`src/sv/arc_pkg.sv`:
```
// Shared types and constants for the audio rate converter.
// Depends on nothing; every other file of the block refers to it by scoped names.
package arc_pkg;

  // Fixed field widths and rate limits.
  localparam int unsigned SAMPLE_W    = 16;
  localparam int unsigned RATE_W      = 18;
  localparam int unsigned TARGET_RATE = 16000;
  localparam int unsigned MIN_RATE    = 4000;
  localparam int unsigned MAX_GROUP   = 15;

  // Internal widths.
  localparam int unsigned GRP_W   = 4;   // group size, 1 to 15
  localparam int unsigned ACC_W   = 20;  // sum of up to 15 samples
  localparam int unsigned DIFF_W  = SAMPLE_W + 1;
  localparam int unsigned PHASE_W = 19;  // phase stays below TARGET_RATE + 2^RATE_W
  localparam int unsigned MB_W    = $clog2(TARGET_RATE);      // any phase below target
  localparam int unsigned ADD_W   = $clog2(TARGET_RATE + 1);  // rounding addend
  localparam int unsigned NUM_W   = 32;  // rounded numerator, signed
  localparam int unsigned RECIP_W = 32;
  localparam int unsigned PROD_W  = 64;
  localparam int unsigned Q_W     = 18;
  localparam int unsigned RES_W   = Q_W + 1;

  // Constant division by reciprocal multiplication. The reciprocals are rounded up,
  // which makes the truncated quotient exact for every numerator the datapath forms.
  localparam int unsigned GRP_SHIFT    = 33;
  localparam int unsigned INTERP_SHIFT = 46;
  localparam logic [RECIP_W-1:0] INTERP_RECIP =
    RECIP_W'(((64'd1 << INTERP_SHIFT) + 64'(2 * TARGET_RATE) - 64'd1)
             / 64'(2 * TARGET_RATE));

  // Reciprocal of twice the group size, indexed by group size. Sizes 0 and 1 never average.
  localparam logic [RECIP_W-1:0] GRP_RECIP [16] = '{
    RECIP_W'(0),
    RECIP_W'(0),
    RECIP_W'(((64'd1 << GRP_SHIFT) + 64'd3)  / 64'd4),
    RECIP_W'(((64'd1 << GRP_SHIFT) + 64'd5)  / 64'd6),
    RECIP_W'(((64'd1 << GRP_SHIFT) + 64'd7)  / 64'd8),
    RECIP_W'(((64'd1 << GRP_SHIFT) + 64'd9)  / 64'd10),
    RECIP_W'(((64'd1 << GRP_SHIFT) + 64'd11) / 64'd12),
    RECIP_W'(((64'd1 << GRP_SHIFT) + 64'd13) / 64'd14),
    RECIP_W'(((64'd1 << GRP_SHIFT) + 64'd15) / 64'd16),
    RECIP_W'(((64'd1 << GRP_SHIFT) + 64'd17) / 64'd18),
    RECIP_W'(((64'd1 << GRP_SHIFT) + 64'd19) / 64'd20),
    RECIP_W'(((64'd1 << GRP_SHIFT) + 64'd21) / 64'd22),
    RECIP_W'(((64'd1 << GRP_SHIFT) + 64'd23) / 64'd24),
    RECIP_W'(((64'd1 << GRP_SHIFT) + 64'd25) / 64'd26),
    RECIP_W'(((64'd1 << GRP_SHIFT) + 64'd27) / 64'd28),
    RECIP_W'(((64'd1 << GRP_SHIFT) + 64'd29) / 64'd30)
  };

  localparam int unsigned QUEUE_DEPTH = 4;
  localparam int unsigned QPTR_W      = $clog2(QUEUE_DEPTH);

  typedef enum logic [1:0] {
    MODE_PASS,
    MODE_GROUP,
    MODE_INTERP
  } arc_mode_t;

  typedef enum logic [1:0] {
    CMD_PASS,
    CMD_AVG,
    CMD_RUN
  } arc_cmd_kind_t;

  // One classified item handed from the front to the back.
  typedef struct packed {
    arc_cmd_kind_t               kind;
    logic signed [ACC_W-1:0]     acc;
    logic signed [SAMPLE_W-1:0]  prev;
    logic signed [SAMPLE_W-1:0]  x;
    logic [GRP_W-1:0]            n;
  } arc_cmd_t;

  // Rate load from the configuration decode.
  typedef struct packed {
    logic              load;
    logic [RATE_W-1:0] eff;
  } arc_rate_t;

endpackage

```
`src/sv/arc_ifs.sv`:
```
// Valid/ready channel interfaces for samples, results and the rate register.
// Depends on arc_pkg for the payload widths.
interface arc_sample_if;
  logic                                 valid;
  logic                                 ready;
  logic signed [arc_pkg::SAMPLE_W-1:0]  in_sample;

  modport source (output valid, output in_sample, input ready);
  modport sink (input valid, input in_sample, output ready);
endinterface

interface arc_result_if;
  logic                                 valid;
  logic                                 ready;
  logic signed [arc_pkg::SAMPLE_W-1:0]  out_sample;
  logic                                 last_of_run;

  modport source (output valid, output out_sample, output last_of_run, input ready);
  modport sink (input valid, input out_sample, input last_of_run, output ready);
endinterface

interface arc_rate_if;
  logic                          valid;
  logic                          ready;
  logic [arc_pkg::RATE_W-1:0]    source_rate;

  modport source (output valid, output source_rate, input ready);
  modport sink (input valid, input source_rate, output ready);
endinterface

```
`src/sv/arc_front.sv`:
```
// Front part: decodes the rate register, accepts samples and classifies them into commands.
// Depends on arc_pkg and the channel interfaces in arc_ifs.sv.
module arc_front (
  input  logic               clk,
  input  logic               rst,
  arc_sample_if.sink         samples,
  arc_rate_if.sink           rate_cfg,
  input  logic               q_full,
  output logic               push,
  output arc_pkg::arc_cmd_t  cmd,
  output arc_pkg::arc_rate_t rate
);

  localparam int unsigned RATE_W   = arc_pkg::RATE_W;
  localparam int unsigned GRP_W    = arc_pkg::GRP_W;
  localparam int unsigned ACC_W    = arc_pkg::ACC_W;
  localparam int unsigned SAMPLE_W = arc_pkg::SAMPLE_W;

  arc_pkg::arc_mode_t         mode;
  arc_pkg::arc_mode_t         mode_new;
  logic [GRP_W-1:0]           group_size;
  logic [GRP_W-1:0]           size_new;
  logic [GRP_W-1:0]           multiple;
  logic signed [ACC_W-1:0]    acc;
  logic signed [ACC_W-1:0]    acc_sum;
  logic [GRP_W-1:0]           fill;
  logic [GRP_W-1:0]           fill_inc;
  logic signed [SAMPLE_W-1:0] prev;
  logic                       primed;
  logic [RATE_W-1:0]          eff;
  logic                       accept;
  logic                       group_done;

  assign rate_cfg.ready = 1'b1;
  assign samples.ready  = !q_full;
  assign accept         = samples.valid && samples.ready;

  // Rate decode: zero means the target rate, low rates are clamped, and a whole
  // multiple of the target up to fifteen selects group averaging.
  always_comb begin
    eff = rate_cfg.source_rate;
    if (eff == '0) begin
      eff = RATE_W'(arc_pkg::TARGET_RATE);
    end
    if (eff < RATE_W'(arc_pkg::MIN_RATE)) begin
      eff = RATE_W'(arc_pkg::MIN_RATE);
    end
    multiple = '0;
    for (int k = 2; k <= int'(arc_pkg::MAX_GROUP); k++) begin
      if (eff == RATE_W'(k * arc_pkg::TARGET_RATE)) begin
        multiple = GRP_W'(k);
      end
    end
    if (eff == RATE_W'(arc_pkg::TARGET_RATE)) begin
      mode_new = arc_pkg::MODE_PASS;
      size_new = GRP_W'(1);
    end else if (multiple != '0) begin
      mode_new = arc_pkg::MODE_GROUP;
      size_new = multiple;
    end else begin
      mode_new = arc_pkg::MODE_INTERP;
      size_new = GRP_W'(1);
    end
  end

  assign rate.load = rate_cfg.valid && rate_cfg.ready;
  assign rate.eff  = eff;

  assign acc_sum    = acc + ACC_W'(samples.in_sample);
  assign fill_inc   = fill + GRP_W'(1);
  assign group_done = fill_inc >= group_size;

  always_comb begin
    cmd.kind = arc_pkg::CMD_PASS;
    cmd.acc  = acc_sum;
    cmd.prev = prev;
    cmd.x    = samples.in_sample;
    cmd.n    = group_size;
    push     = 1'b0;
    case (mode)
      arc_pkg::MODE_PASS: begin
        push = accept;
      end
      arc_pkg::MODE_GROUP: begin
        cmd.kind = arc_pkg::CMD_AVG;
        push     = accept && group_done;
      end
      arc_pkg::MODE_INTERP: begin
        // The very first sample only primes the previous value.
        cmd.kind = arc_pkg::CMD_RUN;
        push     = accept && primed;
      end
      default: begin
        push = 1'b0;
      end
    endcase
  end

  always_ff @(posedge clk) begin
    if (rst) begin
      mode       <= arc_pkg::MODE_PASS;
      group_size <= GRP_W'(1);
      acc        <= '0;
      fill       <= '0;
      prev       <= '0;
      primed     <= 1'b0;
    end else if (rate.load) begin
      mode       <= mode_new;
      group_size <= size_new;
      acc        <= '0;
      fill       <= '0;
      prev       <= '0;
      primed     <= 1'b0;
    end else if (accept) begin
      case (mode)
        arc_pkg::MODE_GROUP: begin
          if (group_done) begin
            acc  <= '0;
            fill <= '0;
          end else begin
            acc  <= acc_sum;
            fill <= fill_inc;
          end
        end
        arc_pkg::MODE_INTERP: begin
          prev   <= samples.in_sample;
          primed <= 1'b1;
        end
        default: begin
        end
      endcase
    end
  end

endmodule

```
`src/sv/arc_cmd_queue.sv`:
```
// Short command queue between the front and the back of the rate converter.
// Depends on arc_pkg for the command type and the queue depth.
module arc_cmd_queue (
  input  logic              clk,
  input  logic              rst,
  input  logic              push,
  input  arc_pkg::arc_cmd_t push_cmd,
  output logic              full,
  input  logic              pop,
  output logic              head_valid,
  output arc_pkg::arc_cmd_t head
);

  localparam int unsigned QPTR_W = arc_pkg::QPTR_W;
  localparam int unsigned CNT_W  = QPTR_W + 1;

  arc_pkg::arc_cmd_t slots [arc_pkg::QUEUE_DEPTH];
  logic [QPTR_W-1:0] wr_ptr;
  logic [QPTR_W-1:0] rd_ptr;
  logic [CNT_W-1:0]  count;

  assign full       = count == CNT_W'(arc_pkg::QUEUE_DEPTH);
  assign head_valid = count != '0;
  assign head       = slots[rd_ptr];

  always_ff @(posedge clk) begin
    if (rst) begin
      wr_ptr <= '0;
      rd_ptr <= '0;
      count  <= '0;
    end else begin
      if (push) begin
        wr_ptr <= wr_ptr + QPTR_W'(1);
      end
      if (pop) begin
        rd_ptr <= rd_ptr + QPTR_W'(1);
      end
      count <= count + CNT_W'(push) - CNT_W'(pop);
    end
  end

  always_ff @(posedge clk) begin
    if (push) begin
      slots[wr_ptr] <= push_cmd;
    end
  end

endmodule

```
`src/sv/arc_back.sv`:
```
// Back part: steps the interpolation phase and runs the shared rounding divider pipeline.
// Depends on arc_pkg and the result channel interface in arc_ifs.sv.
module arc_back #(
  parameter int unsigned MAX_OUTPUTS = 4
) (
  input  logic               clk,
  input  logic               rst,
  input  logic               head_valid,
  input  arc_pkg::arc_cmd_t  head,
  output logic               pop,
  input  arc_pkg::arc_rate_t rate,
  arc_result_if.source       results
);

  localparam int unsigned RATE_W   = arc_pkg::RATE_W;
  localparam int unsigned SAMPLE_W = arc_pkg::SAMPLE_W;
  localparam int unsigned ACC_W    = arc_pkg::ACC_W;
  localparam int unsigned DIFF_W   = arc_pkg::DIFF_W;
  localparam int unsigned PHASE_W  = arc_pkg::PHASE_W;
  localparam int unsigned MB_W     = arc_pkg::MB_W;
  localparam int unsigned ADD_W    = arc_pkg::ADD_W;
  localparam int unsigned NUM_W    = arc_pkg::NUM_W;
  localparam int unsigned RECIP_W  = arc_pkg::RECIP_W;
  localparam int unsigned PROD_W   = arc_pkg::PROD_W;
  localparam int unsigned Q_W      = arc_pkg::Q_W;
  localparam int unsigned RES_W    = arc_pkg::RES_W;
  localparam int unsigned MADE_W   = $clog2(MAX_OUTPUTS + 1);

  localparam logic [MADE_W-1:0]  MADE_CAP  = MADE_W'(MAX_OUTPUTS);
  localparam logic [MADE_W-1:0]  MADE_LAST = MADE_W'(MAX_OUTPUTS - 1);
  localparam logic [PHASE_W-1:0] PH_TARGET = PHASE_W'(arc_pkg::TARGET_RATE);

  // Sequencer state.
  logic [RATE_W-1:0]          eff;
  logic [PHASE_W-1:0]         phase;
  logic [PHASE_W-1:0]         phase_next;
  logic [PHASE_W-1:0]         phase_sum;
  logic [MADE_W-1:0]          made;
  logic [MADE_W-1:0]          made_next;
  logic                       in_window;
  logic                       issue;
  logic                       adv;
  logic signed [DIFF_W-1:0]   diff;

  // Job being issued.
  logic signed [ACC_W-1:0]    j_a;
  logic [MB_W-1:0]            j_b;
  logic [ADD_W-1:0]           j_add;
  logic [RECIP_W-1:0]         j_recip;
  logic                       j_grp;
  logic signed [SAMPLE_W-1:0] j_base;
  logic                       j_last;

  // Pipeline registers.
  logic                       s0_valid;
  logic signed [ACC_W-1:0]    s0_a;
  logic [MB_W-1:0]            s0_b;
  logic [ADD_W-1:0]           s0_add;
  logic [RECIP_W-1:0]         s0_recip;
  logic                       s0_grp;
  logic signed [SAMPLE_W-1:0] s0_base;
  logic                       s0_last;
  logic                       s1_valid;
  logic [NUM_W-1:0]           s1_num;
  logic [RECIP_W-1:0]         s1_recip;
  logic                       s1_grp;
  logic signed [SAMPLE_W-1:0] s1_base;
  logic                       s1_last;
  logic                       s2_valid;
  logic [PROD_W-1:0]          s2_prod;
  logic                       s2_neg;
  logic                       s2_grp;
  logic signed [SAMPLE_W-1:0] s2_base;
  logic                       s2_last;
  logic                       out_valid;
  logic [SAMPLE_W-1:0]        out_sample_r;
  logic                       out_last;

  // Stage datapath.
  logic signed [ACC_W+MB_W:0] mul1;
  logic [NUM_W-1:0]           num;
  logic                       neg;
  logic [NUM_W-2:0]           mag;
  logic [PROD_W-1:0]          prod;
  logic [Q_W-1:0]             quo;
  logic [RES_W-1:0]           quo_s;
  logic [RES_W-1:0]           res;

  assign adv       = !out_valid || results.ready;
  assign phase_sum = phase + PHASE_W'(eff);
  assign in_window = phase < PH_TARGET;
  assign diff      = DIFF_W'(head.x) - DIFF_W'(head.prev);

  always_comb begin
    j_a     = '0;
    j_b     = '0;
    j_add   = ADD_W'(arc_pkg::TARGET_RATE);
    j_recip = arc_pkg::INTERP_RECIP;
    j_grp   = 1'b0;
    j_base  = head.x;
    j_last  = 1'b1;
    case (head.kind)
      arc_pkg::CMD_AVG: begin
        j_a     = head.acc;
        j_b     = MB_W'(1);
        j_add   = ADD_W'(head.n);
        j_recip = arc_pkg::GRP_RECIP[head.n];
        j_grp   = 1'b1;
        j_base  = '0;
      end
      arc_pkg::CMD_RUN: begin
        j_a    = ACC_W'(diff);
        j_b    = phase[MB_W-1:0];
        j_base = head.prev;
        j_last = (phase_sum >= PH_TARGET) || (made == MADE_LAST);
      end
      default: begin
      end
    endcase
  end

  // One phase step per cycle unless stalled; steps past the cap still advance the phase.
  always_comb begin
    pop        = 1'b0;
    issue      = 1'b0;
    phase_next = phase;
    made_next  = made;
    if (adv && head_valid) begin
      case (head.kind)
        arc_pkg::CMD_RUN: begin
          if (in_window) begin
            issue      = made < MADE_CAP;
            phase_next = phase_sum;
            made_next  = made + MADE_W'(issue);
          end else begin
            phase_next = phase - PH_TARGET;
            made_next  = '0;
            pop        = 1'b1;
          end
        end
        default: begin
          issue = 1'b1;
          pop   = 1'b1;
        end
      endcase
    end
  end

  // Numerator 2*a*b + addend; the floor of a negative value is taken as the
  // complement of the floor of its complement.
  assign mul1  = s0_a * $signed({1'b0, s0_b});
  assign num   = {mul1[NUM_W-2:0], 1'b0} + NUM_W'(s0_add);
  assign neg   = s1_num[NUM_W-1];
  assign mag   = neg ? ~s1_num[NUM_W-2:0] : s1_num[NUM_W-2:0];
  assign prod  = mag * s1_recip;
  assign quo   = s2_grp ? s2_prod[arc_pkg::GRP_SHIFT +: Q_W]
                        : s2_prod[arc_pkg::INTERP_SHIFT +: Q_W];
  assign quo_s = s2_neg ? ~{1'b0, quo} : {1'b0, quo};
  assign res   = RES_W'(s2_base) + quo_s;

  always_ff @(posedge clk) begin
    if (rst) begin
      eff       <= RATE_W'(arc_pkg::TARGET_RATE);
      phase     <= '0;
      made      <= '0;
      s0_valid  <= 1'b0;
      s1_valid  <= 1'b0;
      s2_valid  <= 1'b0;
      out_valid <= 1'b0;
    end else begin
      if (rate.load) begin
        eff   <= rate.eff;
        phase <= '0;
        made  <= '0;
      end else begin
        phase <= phase_next;
        made  <= made_next;
      end
      if (adv) begin
        s0_valid  <= issue;
        s1_valid  <= s0_valid;
        s2_valid  <= s1_valid;
        out_valid <= s2_valid;
      end
    end
  end

  always_ff @(posedge clk) begin
    if (adv) begin
      s0_a         <= j_a;
      s0_b         <= j_b;
      s0_add       <= j_add;
      s0_recip     <= j_recip;
      s0_grp       <= j_grp;
      s0_base      <= j_base;
      s0_last      <= j_last;
      s1_num       <= num;
      s1_recip     <= s0_recip;
      s1_grp       <= s0_grp;
      s1_base      <= s0_base;
      s1_last      <= s0_last;
      s2_prod      <= prod;
      s2_neg       <= neg;
      s2_grp       <= s1_grp;
      s2_base      <= s1_base;
      s2_last      <= s1_last;
      out_sample_r <= res[SAMPLE_W-1:0];
      out_last     <= s2_last;
    end
  end

  assign results.valid       = out_valid;
  assign results.out_sample  = out_sample_r;
  assign results.last_of_run = out_last;

  a_made_cap : assert property (@(posedge clk) disable iff (rst)
    made <= MADE_CAP)
    else $error("output count for one sample exceeds the cap");

  a_cap_stops_issue : assert property (@(posedge clk) disable iff (rst)
    (head_valid && head.kind == arc_pkg::CMD_RUN && made == MADE_CAP) |-> !issue)
    else $error("job issued beyond the output cap");

  a_phase_after_run : assert property (@(posedge clk) disable iff (rst)
    (pop && head.kind == arc_pkg::CMD_RUN) |=> (phase < PHASE_W'(eff)))
    else $error("phase left at or above the step after a sample");

  a_stall_holds : assert property (@(posedge clk) disable iff (rst)
    (out_valid && !results.ready) |=> ($stable(s2_prod) && $stable(s2_valid)))
    else $error("pipeline moved while the result was stalled");

endmodule

```
`src/sv/audio_rate_converter_unit.sv`:
```
// Top level of the audio rate converter: front, command queue and back.
// Depends on arc_pkg, arc_ifs.sv, arc_front, arc_cmd_queue and arc_back.
//
//   Channel    Direction  Payload                      Moves
//   samples    in         in_sample (16 b signed)      one source sample per item
//   results    out        out_sample, last_of_run      one converted sample per item
//   rate_cfg   in         source_rate (18 b unsigned)  one rate register write
//
// Cycles: the front takes one sample per cycle while the four-entry command queue has room.
// The back takes a passthrough or averaging command off the queue head as it issues the job;
// an interpolation run issues a job per in-window phase step up to the cap, then pops.
// Each result goes through the s0, s1 and s2 registers of the shared divider to the output.
// Reset clears all carried state and loads a source rate of 16000 (passthrough).
// A result stall freezes the back only; the front keeps accepting until the queue fills.

module audio_rate_converter_unit #(
  parameter int unsigned MAX_OUTPUTS_PER_SAMPLE = 4
) (
  input  logic          clk,
  input  logic          rst,
  arc_sample_if.sink    samples,
  arc_result_if.source  results,
  arc_rate_if.sink      rate_cfg
);

  // Classified commands travel from the front to the back through the queue.
  logic               q_full;
  logic               push;
  logic               pop;
  logic               head_valid;
  arc_pkg::arc_cmd_t  push_cmd;
  arc_pkg::arc_cmd_t  head;

  // A rate write clears the front's group and priming state and reloads the
  // back's phase step, so both halves start the new mode together.
  arc_pkg::arc_rate_t rate;

  // The front owns the mode: passthrough and full groups become one-result
  // commands, interpolation samples become runs that carry the previous sample.
  arc_front u_front (
    .clk      (clk),
    .rst      (rst),
    .samples  (samples),
    .rate_cfg (rate_cfg),
    .q_full   (q_full),
    .push     (push),
    .cmd      (push_cmd),
    .rate     (rate)
  );

  arc_cmd_queue u_queue (
    .clk        (clk),
    .rst        (rst),
    .push       (push),
    .push_cmd   (push_cmd),
    .full       (q_full),
    .pop        (pop),
    .head_valid (head_valid),
    .head       (head)
  );

  // The back owns the interpolation phase. A run command stays at the queue head
  // until its phase steps are done, and is popped on the closing cycle.
  arc_back #(
    .MAX_OUTPUTS (MAX_OUTPUTS_PER_SAMPLE)
  ) u_back (
    .clk        (clk),
    .rst        (rst),
    .head_valid (head_valid),
    .head       (head),
    .pop        (pop),
    .rate       (rate),
    .results    (results)
  );

endmodule

```
`src/flat_wrapper.sv`:
```
// flat-port wrapper written by rule: the top's interface ports become plain ports
module audio_rate_converter_unit_flat 
#(
  parameter int unsigned MAX_OUTPUTS_PER_SAMPLE = 4
)
  (clk, rst, samples_valid, samples_in_sample, samples_ready, results_valid, results_out_sample, results_last_of_run, results_ready, rate_cfg_valid, rate_cfg_source_rate, rate_cfg_ready);
  arc_sample_if samples_i ();
  arc_result_if results_i ();
  arc_rate_if rate_cfg_i ();
  input  logic clk;
  input  logic rst;
  input wire logic [$bits(samples_i.valid)-1:0] samples_valid;
  input wire logic [$bits(samples_i.in_sample)-1:0] samples_in_sample;
  output wire logic [$bits(samples_i.ready)-1:0] samples_ready;
  output wire logic [$bits(results_i.valid)-1:0] results_valid;
  output wire logic [$bits(results_i.out_sample)-1:0] results_out_sample;
  output wire logic [$bits(results_i.last_of_run)-1:0] results_last_of_run;
  input wire logic [$bits(results_i.ready)-1:0] results_ready;
  input wire logic [$bits(rate_cfg_i.valid)-1:0] rate_cfg_valid;
  input wire logic [$bits(rate_cfg_i.source_rate)-1:0] rate_cfg_source_rate;
  output wire logic [$bits(rate_cfg_i.ready)-1:0] rate_cfg_ready;
  assign samples_i.valid = samples_valid;
  assign samples_i.in_sample = samples_in_sample;
  assign samples_ready = samples_i.ready;
  assign results_valid = results_i.valid;
  assign results_out_sample = results_i.out_sample;
  assign results_last_of_run = results_i.last_of_run;
  assign results_i.ready = results_ready;
  assign rate_cfg_i.valid = rate_cfg_valid;
  assign rate_cfg_i.source_rate = rate_cfg_source_rate;
  assign rate_cfg_ready = rate_cfg_i.ready;
  audio_rate_converter_unit #(.MAX_OUTPUTS_PER_SAMPLE(MAX_OUTPUTS_PER_SAMPLE)) u_core (.clk(clk), .rst(rst), .samples(samples_i), .results(results_i), .rate_cfg(rate_cfg_i));
endmodule
```
`config.mk`:
```
export PLATFORM = sky130hd
export DESIGN_NAME = audio_rate_converter_unit_flat
export DESIGN_NICKNAME = d
export VERILOG_FILES = /design/src/sv/arc_pkg.sv /design/src/sv/arc_ifs.sv /design/src/sv/arc_front.sv /design/src/sv/arc_cmd_queue.sv /design/src/sv/arc_back.sv /design/src/sv/audio_rate_converter_unit.sv /design/src/flat_wrapper.sv
export SDC_FILE = /design/constraint.sdc
export NUM_CORES = 2
export LEC_CHECK = 0
export ABC_AREA = 1
export BUFFER_PORTS_ARGS = -buffer_cell sky130_fd_sc_hd__buf_2
export CAP_MARGIN = 20
export CORE_MARGIN = 2
export CORE_UTILIZATION = 62
export CTS_BUF_LIST = sky130_fd_sc_hd__clkbuf_8
export CTS_CLUSTER_DIAMETER = 80
export CTS_CLUSTER_SIZE = 8
export DETAILED_ROUTE_END_ITERATION = 10
export PLACE_DENSITY = 0.82
export SYNTH_ARGS = -nofsm -noshare
export SYNTH_HDL_FRONTEND = slang
export SYNTH_SLANG_ARGS = --single-unit
```
`constraint.sdc`:
```
create_clock -name clk -period 17.65 [get_ports clk]
set_input_delay 1.765 -clock clk [delete_from_list [all_inputs] [get_ports clk]]
set_output_delay 1.765 -clock clk [all_outputs]
set_load 0.05 [all_outputs]
```
==> summary.md <==
| Metric | Value |
|---|---|
| Clk root buf | `clkbuf_8` |
| Drt wl/cell | `23.46 um` |
| Top_reg_cell synth | `edfxtp_1` |
| Unrepaired setup endpoints after global routing | `false` |
| Initial DRT Pass Iterations | `6` |
| Post-Syn Instances | `7396` |
| DRC | `0` |
| Worst-case clock buffer depth | `3` |
| DIE AREA | `109600 um2` |
| Post-CTS Setup Inserts | `0` |
| Via count | `51250` |
| Seq/Total Area, Yosys | `0.2402` |
| Top Usage Layer GRT | `met2` |
| Synth Register Bits | `564` |
| PortBufs | `57` |
| Post-synthesis cell area | `66330 um2` |
| Yosys warns | `0` |
| Cts repair resizes | `0` |
| First-pass GRT wire length | `316.3 mm` |
| Slew Viols, Final | `0` |
| Arrival time worst endpoint | `9.62 ns` |
| RePlAce Congestion | `1.031` |
| Clock buffer count from CTS | `81` |
| EDFF count, synth | `464` |
| GR met2 Demand/Resource | `0.6317` |
| Antenna violations before repair | `6` |
| GR Util met1 | `0.4595` |
| Normalized max-slew margin | `0.1674` |
| Post-synth ARST share | `0` |
| Yosys top cell area share | `0.3353` |
| Std-Cell Rows | `119` |
| GR Layer Usage met3 | `0.09179` |
| Critical path peak fanout | `62` |
| Top cells by area, synth | `fa_1 (34%), edfxtp_1 (21%), inv_1 (9.1%)` |
| Vias in the first global route | `53910` |
| Worst Hold Class | `reg -> reg` |
| Most frequent cells in the layout | `inv_1 (1653), nand2_1 (1360), fa_1 (1111), nor2_1 (839), edfxtp_1 (464)` |
| Layout cell share with drive strength beyond 1 | `0.04610` |
| Reg2reg path depth | `24` |
| Core Area | `105700 um2` |
| Final #Nets | `8937` |
| H-tree levels | `3` |
| Clock Latency Late Sink | `0.71 ns` |
| Total grt overflow | `0` |
| Post-detail-place hpwl | `159.1 mm` |
| Commonest non-fill, non-tap cell in the layout | `inv_1` |
| Largest net degree at the start of global routing | `89` |
| Upper clock frequency limit | `108.9 MHz` |
| Die Y-Extent | `331.1 um` |
| Die width | `331.1 um` |
| Final setup viols | `0` |
| Syn_nets | `8971` |
| Hold-fix buffers, CTS | `0` |
| WL final | `206.9 mm` |
| Count of cell types in the netlist | `65` |
| Setup TNS | `0 ns` |
| Routed Antenna Nets | `0` |
| Global Route Usage Sum | `0.3905` |
| Critical path startpoint category | `flop` |
| Final hold vios | `0` |
| Skew final | `0.05924 ns` |
| Syn Area/Cell | `8.968 um2` |
| Status | `finished clean` |
| Via/cell ratio | `5.812` |
| Crit. End Element | `flop` |
| Min Tclk post-route | `9.184 ns` |
| I/O pin total | `59` |
| Hold depth | `0` |
| Area grow syn2layout | `4.897%` |
| Largest area contributor in the netlist | `fa_1` |
| CTS sink count | `564` |
| Initial DRC count | `4831` |
| Clock transition at the registers of the reported paths | `0.06 ns` |
| Max Cap Viol | `0` |
| CTS tree | `done` |
| Starting Density | `0.6274` |
| Worst-Margin Slew | `1.246 ns` |
| Tcrit/Tclk final | `0.5204` |
| Worst setup path category | `reg -> reg` |
| Worst EP required | `18.08 ns` |
## through the flow
step,util,hold slack [ns],instances,area [um2],setup WS (ns)
after detailed placement,0.6438,0.4045,8668,68060,8.596
after CTS,0.6575,0.4111,8808,69510,8.576
after global routing,0.6580,0.4148,8811,69560,8.107
after global placement,0.6438,0.4006,8668,68060,8.694
after floorplan,-,0.4003,7396,66330,9.245
final,0.6582,0.4073,8817,69580,8.466
## logic make-up (layout without fill, tap and decap cells)
| logic type | Yosys count | in the layout | synth area share |
|---|---|---|---|
| adder cells (fa/ha/maj) | 1536 | 1536 | 0.4155 |
| buffers and inverters | 1908 | 1931 | 0.1083 |
| AO/OA/AOI/OAI | 735 | 735 | 0.06383 |
| flip-flops | 564 | 564 | 0.2402 |
| multiplexers | 10 | 10 | 0.001509 |
| XOR/XNOR | 170 | 170 | 0.02267 |
| other | 1 | 8 | 0.00005654 |
| AND/OR/NAND/NOR | 2472 | 2472 | 0.1479 |
## area by class of cell
class                   count  area [um2]
inverters                1641        6167
flip-flops and latches    564       15940
multi-input cells        4924       43250
fillers                  8595       36140
clock buffers              83        1142
clock inverters            57       300.3
diodes                      7       17.52
well taps                1391        1740
repair buffers            150        1023
## sequential cells by signal, indices dropped and copies added, names as in the netlist, 4 cells and up, named ones only
name,flops
u_core.u_queue.slots,232
u_core.u_back.s1_num,32
u_core.u_back.s0_recip,30
u_core.u_back.s1_recip,30
u_core.u_back.s2_prod,29
u_core.u_back.s0_a,20
u_core.u_front.acc,20
u_core.u_back.phase,19
u_core.u_back.eff,18
u_core.u_back.results.out_sample,16
u_core.u_back.s0_base,16
u_core.u_back.s1_base,16
u_core.u_back.s2_base,16
u_core.u_front.prev,16
u_core.u_back.s0_b,14
u_core.u_back.s0_add,5
u_core.u_front.fill,4
u_core.u_front.group_size,4
## final timing paths
path | start | slack [ns] | endpoint
setup / recovery | u_core.u_back.s1_num[31]$_DFFE_PP_ | 8.47 | u_core.u_back.s2_prod[57]$_DFFE_PP_
hold / removal | u_core.u_back.s0_recip[23]$_SDFFCE_PN0P_ | 0.41 | u_core.u_back.s1_recip[23]$_DFFE_PP_
setup reg to reg | u_core.u_back.s1_num[31]$_DFFE_PP_ | 8.47 | u_core.u_back.s2_prod[57]$_DFFE_PP_
hold reg to reg | u_core.u_back.s0_recip[23]$_SDFFCE_PN0P_ | 0.41 | u_core.u_back.s1_recip[23]$_DFFE_PP_
## metal layers
| layer | routed length (um) | up-vias |
|---|---|---|
| met1 | 71130 | 25180 |
| met5 | 33 | - |
| met4 | 18500 | 4 |
| met2 | 96970 | 2812 |
| met3 | 20250 | 812 |
| li1 | - | 22440 |
## cells in the mapped netlist, drive strengths merged (2+ instances only)
master	count
clkbuf	257
a21o	20
a22oi	5
nand3b	6
o211ai	10
o22ai	42
a211oi	9
a32oi	4
a22o	2
nor2	858
a31oi	31
or2	40
clkinv	26
nor3b	3
o21bai	10
o31ai	3
a221o	2
o211a	2
mux2i	10
a21oi	278
nand2	1371
a32o	26
xnor2	62
nor4	4
fa	1111
and2	2
inv	1615
ha	425
a21boi	5
o21a	13
xor2	108
o21ai	257
buf	10
o32ai	3
nand4	33
nand3	123
nor3	31
a221oi	6
dfxtp	100
edfxtp	464
## worst max-delay path, stage by stage (launching register included)
cell	delay, ns
edfxtp_1	0.35
buf_4	0.30
or2_2	0.36
nand2_1	0.85
clkinv_1	0.74
nand2_1	0.27
fa_1	0.46
fa_1	0.55
fa_1	0.46
fa_1	0.56
fa_1	0.78
fa_1	0.49
inv_1	0.08
fa_1	0.40
ha_1	0.30
ha_1	0.39
a21oi_1	0.18
inv_1	0.07
a31oi_1	0.33
o21ai_0	0.18
a21oi_1	0.16
o211ai_1	0.25
nand3_1	0.15
nand3_1	0.09
xor2_1	0.15
Power is not shown: default switching activity piles up to over one toggle a cycle in this logic, so the estimate is an artifact.
